### src/msr_pkg.sv
`timescale 1ns / 1ps

package msr_pkg;

    localparam int CAPACITY_DEF = 64;
    localparam int ID_BITS_DEF  = 16;
    localparam int MID_W        = 16;
    localparam int CNT_OUT_W    = 7;

    typedef enum logic [1:0] {
        REQ_ADD      = 2'd0,
        REQ_REMOVE   = 2'd1,
        REQ_CONTAINS = 2'd2,
        REQ_REPR     = 2'd3
    } req_kind_t;

    typedef enum logic [1:0] {
        ST_OK    = 2'd0,
        ST_FULL  = 2'd1,
        ST_DUP   = 2'd2,
        ST_EMPTY = 2'd3
    } status_t;

    typedef struct packed {
        req_kind_t        req_type;
        logic [MID_W-1:0] member_id;
    } req_t;

    typedef struct packed {
        logic                 found;
        logic [MID_W-1:0]     first_member;
        logic [CNT_OUT_W-1:0] count_after;
        status_t              status;
    } rsp_t;

endpackage

### src/msr_cell.sv
`timescale 1ns / 1ps

module msr_cell #(
    parameter int W = msr_pkg::ID_BITS_DEF
) (
    input  logic         clk,
    input  logic         shift_en,
    input  logic [W-1:0] d,
    output logic [W-1:0] q
);
    import msr_pkg::*;

    logic [W-1:0] data_reg;

    always_ff @(posedge clk)
    begin
        if (shift_en)
        begin
            data_reg <= d;
        end
    end

    assign q = data_reg;

endmodule

### src/msr_ctrl.sv
`timescale 1ns / 1ps

module msr_ctrl #(
    parameter int CAPACITY = msr_pkg::CAPACITY_DEF,
    parameter int ID_BITS  = msr_pkg::ID_BITS_DEF
) (
    input  logic               clk,
    input  logic               rst_n,
    input  logic               req_valid,
    output logic               req_ready,
    input  msr_pkg::req_t      req,
    output logic               rsp_valid,
    input  logic               rsp_ready,
    output msr_pkg::rsp_t      rsp,
    input  logic [ID_BITS-1:0] head,
    output logic               shift_en,
    output logic [ID_BITS-1:0] tail_data
);
    import msr_pkg::*;

    localparam int SW = $clog2(CAPACITY);
    localparam int CW = $clog2(CAPACITY + 1);

    typedef enum logic [3:0] {
        S_IDLE = 4'b0001,
        S_SCAN = 4'b0010,
        S_FIN  = 4'b0100,
        S_DONE = 4'b1000
    } state_t;

    state_t             state_reg,     state_next;
    logic [SW-1:0]      step_reg,      step_next;
    logic [CW-1:0]      count_reg,     count_next;
    logic [ID_BITS-1:0] last_reg,      last_next;
    logic [ID_BITS-1:0] cap_reg,       cap_next;
    logic [ID_BITS-1:0] key_reg,       key_next;
    req_kind_t          kind_reg,      kind_next;
    logic               found_reg,     found_next;
    logic               wrote_reg,     wrote_next;
    rsp_t               res_reg,       res_next;
    rsp_t               rsp_reg,       rsp_next;
    logic               rsp_valid_reg, rsp_valid_next;

    logic               in_scan;
    logic [CW-1:0]      step_c;
    logic               in_range;
    logic               hit;
    logic               add_write;
    logic               take_tail;
    logic               last_step;
    logic [31:0]        id32;
    logic [ID_BITS-1:0] key_in;
    logic [31:0]        head32;
    logic [CW-1:0]      cnt_fin;
    logic [31:0]        cnt_fin32;
    logic [31:0]        cnt_cur32;

    assign id32      = 32'(req.member_id);
    assign key_in    = id32[ID_BITS-1:0];
    assign head32    = 32'(head);
    assign cnt_cur32 = 32'(count_reg);

    assign in_scan  = (state_reg == S_SCAN);
    assign step_c   = CW'(step_reg);
    assign in_range = (step_c < count_reg);
    assign hit      = in_scan && in_range && (head == key_reg);
    // slot just past the members comes by the head once the dup search is over
    assign add_write = in_scan && (kind_reg == REQ_ADD) && !found_reg
                       && (step_c == count_reg);
    // tail word at slot count-2 is the new last member after a remove
    assign take_tail = in_scan
                       && ((CW+1)'(step_reg) + (CW+1)'(2) == (CW+1)'(count_reg));
    assign last_step = (step_reg == SW'(CAPACITY - 1));

    always_comb
    begin
        tail_data = head;
        if (in_scan && (kind_reg == REQ_REMOVE) && hit && !found_reg)
        begin
            tail_data = last_reg;
        end
        else if (add_write)
        begin
            tail_data = key_reg;
        end
    end

    assign shift_en = in_scan;

    always_comb
    begin
        cnt_fin = count_reg;
        if ((kind_reg == REQ_REMOVE) && found_reg)
        begin
            cnt_fin = count_reg - CW'(1);
        end
        else if ((kind_reg == REQ_ADD) && wrote_reg)
        begin
            cnt_fin = count_reg + CW'(1);
        end
    end
    assign cnt_fin32 = 32'(cnt_fin);

    always_comb
    begin
        state_next     = state_reg;
        step_next      = step_reg;
        count_next     = count_reg;
        last_next      = last_reg;
        cap_next       = cap_reg;
        key_next       = key_reg;
        kind_next      = kind_reg;
        found_next     = found_reg;
        wrote_next     = wrote_reg;
        res_next       = res_reg;
        rsp_next       = rsp_reg;
        rsp_valid_next = rsp_valid_reg;

        if (rsp_valid_reg && rsp_ready)
        begin
            rsp_valid_next = 1'b0;
        end

        case (state_reg)
            S_IDLE:
            begin
                if (req_valid)
                begin
                    key_next   = key_in;
                    kind_next  = req.req_type;
                    found_next = 1'b0;
                    wrote_next = 1'b0;
                    step_next  = '0;
                    if (req.req_type == REQ_REPR)
                    begin
                        res_next.found        = 1'b0;
                        res_next.count_after  = cnt_cur32[CNT_OUT_W-1:0];
                        if (count_reg == '0)
                        begin
                            res_next.first_member = '0;
                            res_next.status       = ST_EMPTY;
                        end
                        else
                        begin
                            res_next.first_member = head32[MID_W-1:0];
                            res_next.status       = ST_OK;
                        end
                        state_next = S_DONE;
                    end
                    else
                    begin
                        state_next = S_SCAN;
                    end
                end
            end
            S_SCAN:
            begin
                step_next  = step_reg + SW'(1);
                found_next = found_reg | hit;
                wrote_next = wrote_reg | add_write;
                if (take_tail)
                begin
                    cap_next = tail_data;
                end
                if (last_step)
                begin
                    step_next  = '0;
                    state_next = S_FIN;
                end
            end
            S_FIN:
            begin
                count_next = cnt_fin;
                if ((kind_reg == REQ_REMOVE) && found_reg)
                begin
                    last_next = cap_reg;
                end
                else if ((kind_reg == REQ_ADD) && wrote_reg)
                begin
                    last_next = key_reg;
                end
                res_next.found        = found_reg && (kind_reg != REQ_ADD);
                res_next.first_member = '0;
                res_next.count_after  = cnt_fin32[CNT_OUT_W-1:0];
                res_next.status       = ST_OK;
                if (kind_reg == REQ_ADD)
                begin
                    if (found_reg)
                    begin
                        res_next.status = ST_DUP;
                    end
                    else if (!wrote_reg)
                    begin
                        res_next.status = ST_FULL;
                    end
                end
                state_next = S_DONE;
            end
            S_DONE:
            begin
                if (!rsp_valid_reg || rsp_ready)
                begin
                    rsp_next       = res_reg;
                    rsp_valid_next = 1'b1;
                    state_next     = S_IDLE;
                end
            end
            default:
            begin
                state_next = S_IDLE;
            end
        endcase
    end

    always_ff @(posedge clk or negedge rst_n)
    begin
        if (!rst_n)
        begin
            state_reg     <= S_IDLE;
            step_reg      <= '0;
            count_reg     <= '0;
            found_reg     <= 1'b0;
            wrote_reg     <= 1'b0;
            rsp_valid_reg <= 1'b0;
        end
        else
        begin
            state_reg     <= state_next;
            step_reg      <= step_next;
            count_reg     <= count_next;
            found_reg     <= found_next;
            wrote_reg     <= wrote_next;
            rsp_valid_reg <= rsp_valid_next;
        end
    end

    always_ff @(posedge clk)
    begin
        last_reg <= last_next;
        cap_reg  <= cap_next;
        key_reg  <= key_next;
        kind_reg <= kind_next;
        res_reg  <= res_next;
        rsp_reg  <= rsp_next;
    end

    assign req_ready = (state_reg == S_IDLE);
    assign rsp_valid = rsp_valid_reg;
    assign rsp       = rsp_reg;

endmodule

### src/member_set_swap_remove_top.sv
`timescale 1ns / 1ps
// Add, remove and contains: after accept the controller steps through scan, finish and done;
// the members rotate once around the ring of cells, one slot past the head compare per cycle.
// Representative: the head word is answered without a scan (slot zero sits at the head).
// One word is in flight at a time: the next request is taken only after the result enters the
// output register, and that waits while a finished word waits for the register to drain.
// Reset clears the member count and the handshake state; slot contents are not cleared.
module member_set_swap_remove_top #(
    parameter int CAPACITY = msr_pkg::CAPACITY_DEF,
    parameter int ID_BITS  = msr_pkg::ID_BITS_DEF
) (
    input  logic          clk,
    input  logic          rst_n,
    input  logic          req_valid,
    output logic          req_ready,
    input  msr_pkg::req_t req,
    output logic          rsp_valid,
    input  logic          rsp_ready,
    output msr_pkg::rsp_t rsp
);
    import msr_pkg::*;

    logic               shift_en;
    logic [ID_BITS-1:0] tail_data;
    logic [ID_BITS-1:0] cell_q [CAPACITY];

    msr_ctrl #(
        .CAPACITY (CAPACITY),
        .ID_BITS  (ID_BITS)
    ) u_ctrl (
        .clk       (clk),
        .rst_n     (rst_n),
        .req_valid (req_valid),
        .req_ready (req_ready),
        .req       (req),
        .rsp_valid (rsp_valid),
        .rsp_ready (rsp_ready),
        .rsp       (rsp),
        .head      (cell_q[0]),
        .shift_en  (shift_en),
        .tail_data (tail_data)
    );

    // cell i takes cell i+1; the last cell takes the head word back from control, or the word put in its place
    for (genvar g = 0; g < CAPACITY; g++)
    begin : g_cell
        if (g == CAPACITY - 1)
        begin : g_tail
            msr_cell #(.W(ID_BITS)) u_cell (
                .clk      (clk),
                .shift_en (shift_en),
                .d        (tail_data),
                .q        (cell_q[g])
            );
        end
        else
        begin : g_body
            msr_cell #(.W(ID_BITS)) u_cell (
                .clk      (clk),
                .shift_en (shift_en),
                .d        (cell_q[g+1]),
                .q        (cell_q[g])
            );
        end
    end

endmodule

### config.mk
export PLATFORM = sky130hd
export DESIGN_NAME = member_set_swap_remove_top
export DESIGN_NICKNAME = d
export VERILOG_FILES = /design/src/msr_pkg.sv /design/src/msr_cell.sv /design/src/msr_ctrl.sv /design/src/member_set_swap_remove_top.sv
export SDC_FILE = /design/constraint.sdc
export NUM_CORES = 1
export LEC_CHECK = 0
export BUFFER_PORTS_ARGS = -buffer_cell sky130_fd_sc_hd__clkbuf_2
export CORE_UTILIZATION = 40
export DETAILED_ROUTE_END_ITERATION = 10
export GPL_TIMING_DRIVEN = 0
export PLACE_DENSITY_LB_ADDON = 0.3
export SYNTH_ARGS = -nofsm -noshare
export SYNTH_HDL_FRONTEND = slang
export SYNTH_SLANG_ARGS = --single-unit
### constraint.sdc
create_clock -name clk -period 21.5 [get_ports clk]
set_input_delay 2.15 -clock clk [delete_from_list [all_inputs] [get_ports clk]]
set_output_delay 2.15 -clock clk [all_outputs]
set_load 0.02 [all_outputs]
==> results.json <==
{
  "cellPowerDensity_nw_per_um2": 126,
  "startpoint": "u_ctrl.state_reg[0]",
  "clock.fmax_ghz": 0.225,
  "critPathKind": "reg -> out",
  "post_drt_wl_per_cell_microns": 16.2,
  "slew_headroom_pct": 26.9,
  "boundaryPins": 50,
  "synth_async_sr_flop_share_pct": 1.75,
  "drc_errors": 0,
  "yosys_warnings": 0,
  "path_clk_slew_ns": 0.06,
  "drt_iter0_markers": 1110,
  "worstReg2RegStart": "u_ctrl.state_reg[2]",
  "cts_resized": 0,
  "grt_util_met2_pct": 12.0,
  "synth.avg_cell_area_sq_um": 26.3,
  "cp-end-kind": "output pin",
  "grt_pass1_vias": 12400,
  "cts_tree": "yes",
  "post_cts_buffers": 0,
  "largest_reg_flops": 1008,
  "clk_latency_ns": 0.68,
  "slew_violations": 0,
  "hold_path.class": "reg -> reg",
  "n_fill_cell": 7200,
  "die_h_microns": 303,
  "cts_hold_buf": 0,
  "h-tree-depth": 3,
  "yosys_register_bits": 1146,
  "portBuffers": 49,
  "globalplace.congestion": 0.765,
  "required_ns": 19.35,
  "gr-total-overflow": 0,
  "die_x_microns": 303,
  "nets": 1571,
  "hold_violations": 0,
  "first_pass_iters": 4,
  "rsz0062_at_grt": "no",
  "fin_crit_sh_pct": 20.7,
  "synth_area_sq_um": 36200,
  "core_sq_um": 88900,
  "cts_made_buffers": 104,
  "grt_start_max_net_pins": 230,
  "yosysUniqueCellTypes": 51,
  "drive_gt1_share_pct": 16.7,
  "initial_utilization_pct": 40.7,
  "root_buffer": "clkbuf_16",
  "diodes": 0,
  "tightest_slew_ns": 1.10,
  "clock-sinks": 1146,
  "grt_first_pass_wirelength_mm": 72.1,
  "crit_arrival_ns": 2.29,
  "status": "finished, final reports clean",
  "hold_start": "g_cell[53].g_body.u_cell.q[1]",
  "finalPower_w": 0.00523,
  "ir_drop_uv": 73.8,
  "fp-row-count": 109,
  "viasPerCell": 4.59,
  "met3_usage_pct": 2.80,
  "num_vias": 12800,
  "leakage_nw": 13.3,
  "finClkSkew_ns": 0.0223,
  "final.setup.tns_ns": 0,
  "period_needed_ns": 4.44,
  "ys_seq_area_share_pct": 94.9,
  "synth_edf_count": 1126,
  "crit_path_max_fanout": 4,
  "syn-num-nets": 1407,
  "syn_inst": 1374,
  "cts.path.max_buffers": 3,
  "ant_nets": 0,
  "grt_use_total_pct": 10.2,
  "ys.flop_type": "edfxtp_1",
  "synthToLayoutAreaGrowth_pct": 14.8,
  "hpwl_mm": 23.5,
  "maxCapViolations": 0,
  "dieArea_sq_um": 91600,
  "setup_viol": 0,
  "antenna_found_initial": 4,
  "start_kind": "flip-flop",
  "grtUsageMet1_pct": 17.3,
  "finalWirelength_mm": 45.3,
  "grt.busiest_layer": "met1"
}
## cell families (layout without fill, tap and decap cells)
| family | after synthesis | count (layout) | synth area share [%] |
|---|---|---|---|
| flip-flops | 1146 | 1146 | 94.9 |
| AND/OR/NAND/NOR | 82 | 82 | 1.38 |
| multiplexers | 49 | 49 | 1.71 |
| AO/OA/AOI/OAI | 31 | 31 | 0.547 |
| XOR/XNOR | 31 | 31 | 0.751 |
| buffers and inverters | 24 | 277 | 0.339 |
| adder cells (fa/ha/maj) | 11 | 11 | 0.381 |
## layer usage
| layer | vias to the layer above | share of wire (%) |
|---|---|---|
| met1 | 6631 | 53 |
| met4 | 0 | 2.4 |
| li1 | 5847 | - |
| met3 | 82 | 5.7 |
| met5 | - | 0 |
| met2 | 252 | 39 |
## layout make-up
type | instances | area [sq um] | share of cell area [%]
clock buffer | 134 | 2770 | 6.66
timing repair buffer | 58 | 412 | 0.991
inverter | 15 | 72.6 | 0.175
buffer | 9 | 61.3 | 0.148
clock inverter | 61 | 702 | 1.69
sequential | 1146 | 34300 | 82.6
tap | 1165 | 1460 | 3.51
multi-input combinational | 204 | 1740 | 4.20
## critical path, cell delays in order, from the launching register on
cell      delay (ns)
dfstp_2         0.56
or4b_2          0.66
inv_1           0.17
clkbuf_2        0.23
## cells in the mapped netlist, types with 3 or more instances
cell / count / area share [%]
a21oi_1: 7 / 0.097
nand3_1: 7 / 0.097
clkbuf_1: 4 / 0.042
and2_1: 16 / 0.28
ha_1: 11 / 0.38
nand4_1: 3 / 0.052
o21ai_0: 16 / 0.22
xor2_1: 6 / 0.15
nand2_1: 14 / 0.15
or3_1: 3 / 0.052
inv_1: 14 / 0.15
mux2_2: 30 / 0.93
mux2_4: 18 / 0.75
dfrtp_1: 19 / 1.3
edfxtp_1: 1126 / 94
nor4_1: 3 / 0.052
xnor2_1: 25 / 0.61
nor2_1: 10 / 0.10
## placed cells by master, fill, tap and decap left out, types with 17 or more instances in the layout
master | netlist | final
dfrtp_1 | 19 | 19
xnor2_1 | 25 | 25
edfxtp_1 | 1126 | 1126
mux2_4 | 18 | 18
clkbuf_2 | 0 | 49
clkbuf_16 | 0 | 106
clkinv_1 | 0 | 23
clkinv_2 | 0 | 17
clkbuf_1 | 4 | 31
mux2_2 | 30 | 30
## stage by stage
stage	util (%)	cells	area [sq um]	worst slack, ns	hold WS [ns]
floorplan	-	1374	36200	13.02	0.400
global placement	42.6	2588	37900	10.36	0.401
detailed placement	42.8	2597	38100	17.65	0.405
CTS	46.7	2792	41500	17.02	0.400
global route	46.7	2792	41500	16.99	0.406
finish	46.7	2792	41500	17.06	0.402
## path summary, 6_finish.rpt
path,endpoint,cells past startpoint,slack [ns]
setup / recovery,req_ready,3,17.06
hold / removal,g_cell[52].g_body.u_cell.q[1],0,0.40
setup reg to reg,g_cell[60].g_body.u_cell.q[8],4,17.62
hold reg to reg,g_cell[52].g_body.u_cell.q[1],0,0.40
max in group asynchronous,u_ctrl.step_reg[2],1,19.63
min in group asynchronous,u_ctrl.rsp_valid,1,1.45
## where the power goes
part           internal [W]  leakage (nW)  switching [W]  total, W
Combinational     0.0000531          1.10       0.000221  0.000275
Sequential          0.00299          10.5       0.000114   0.00311
Clock               0.00106          1.68       0.000781   0.00184
Power figures use the tool's default switching activity.
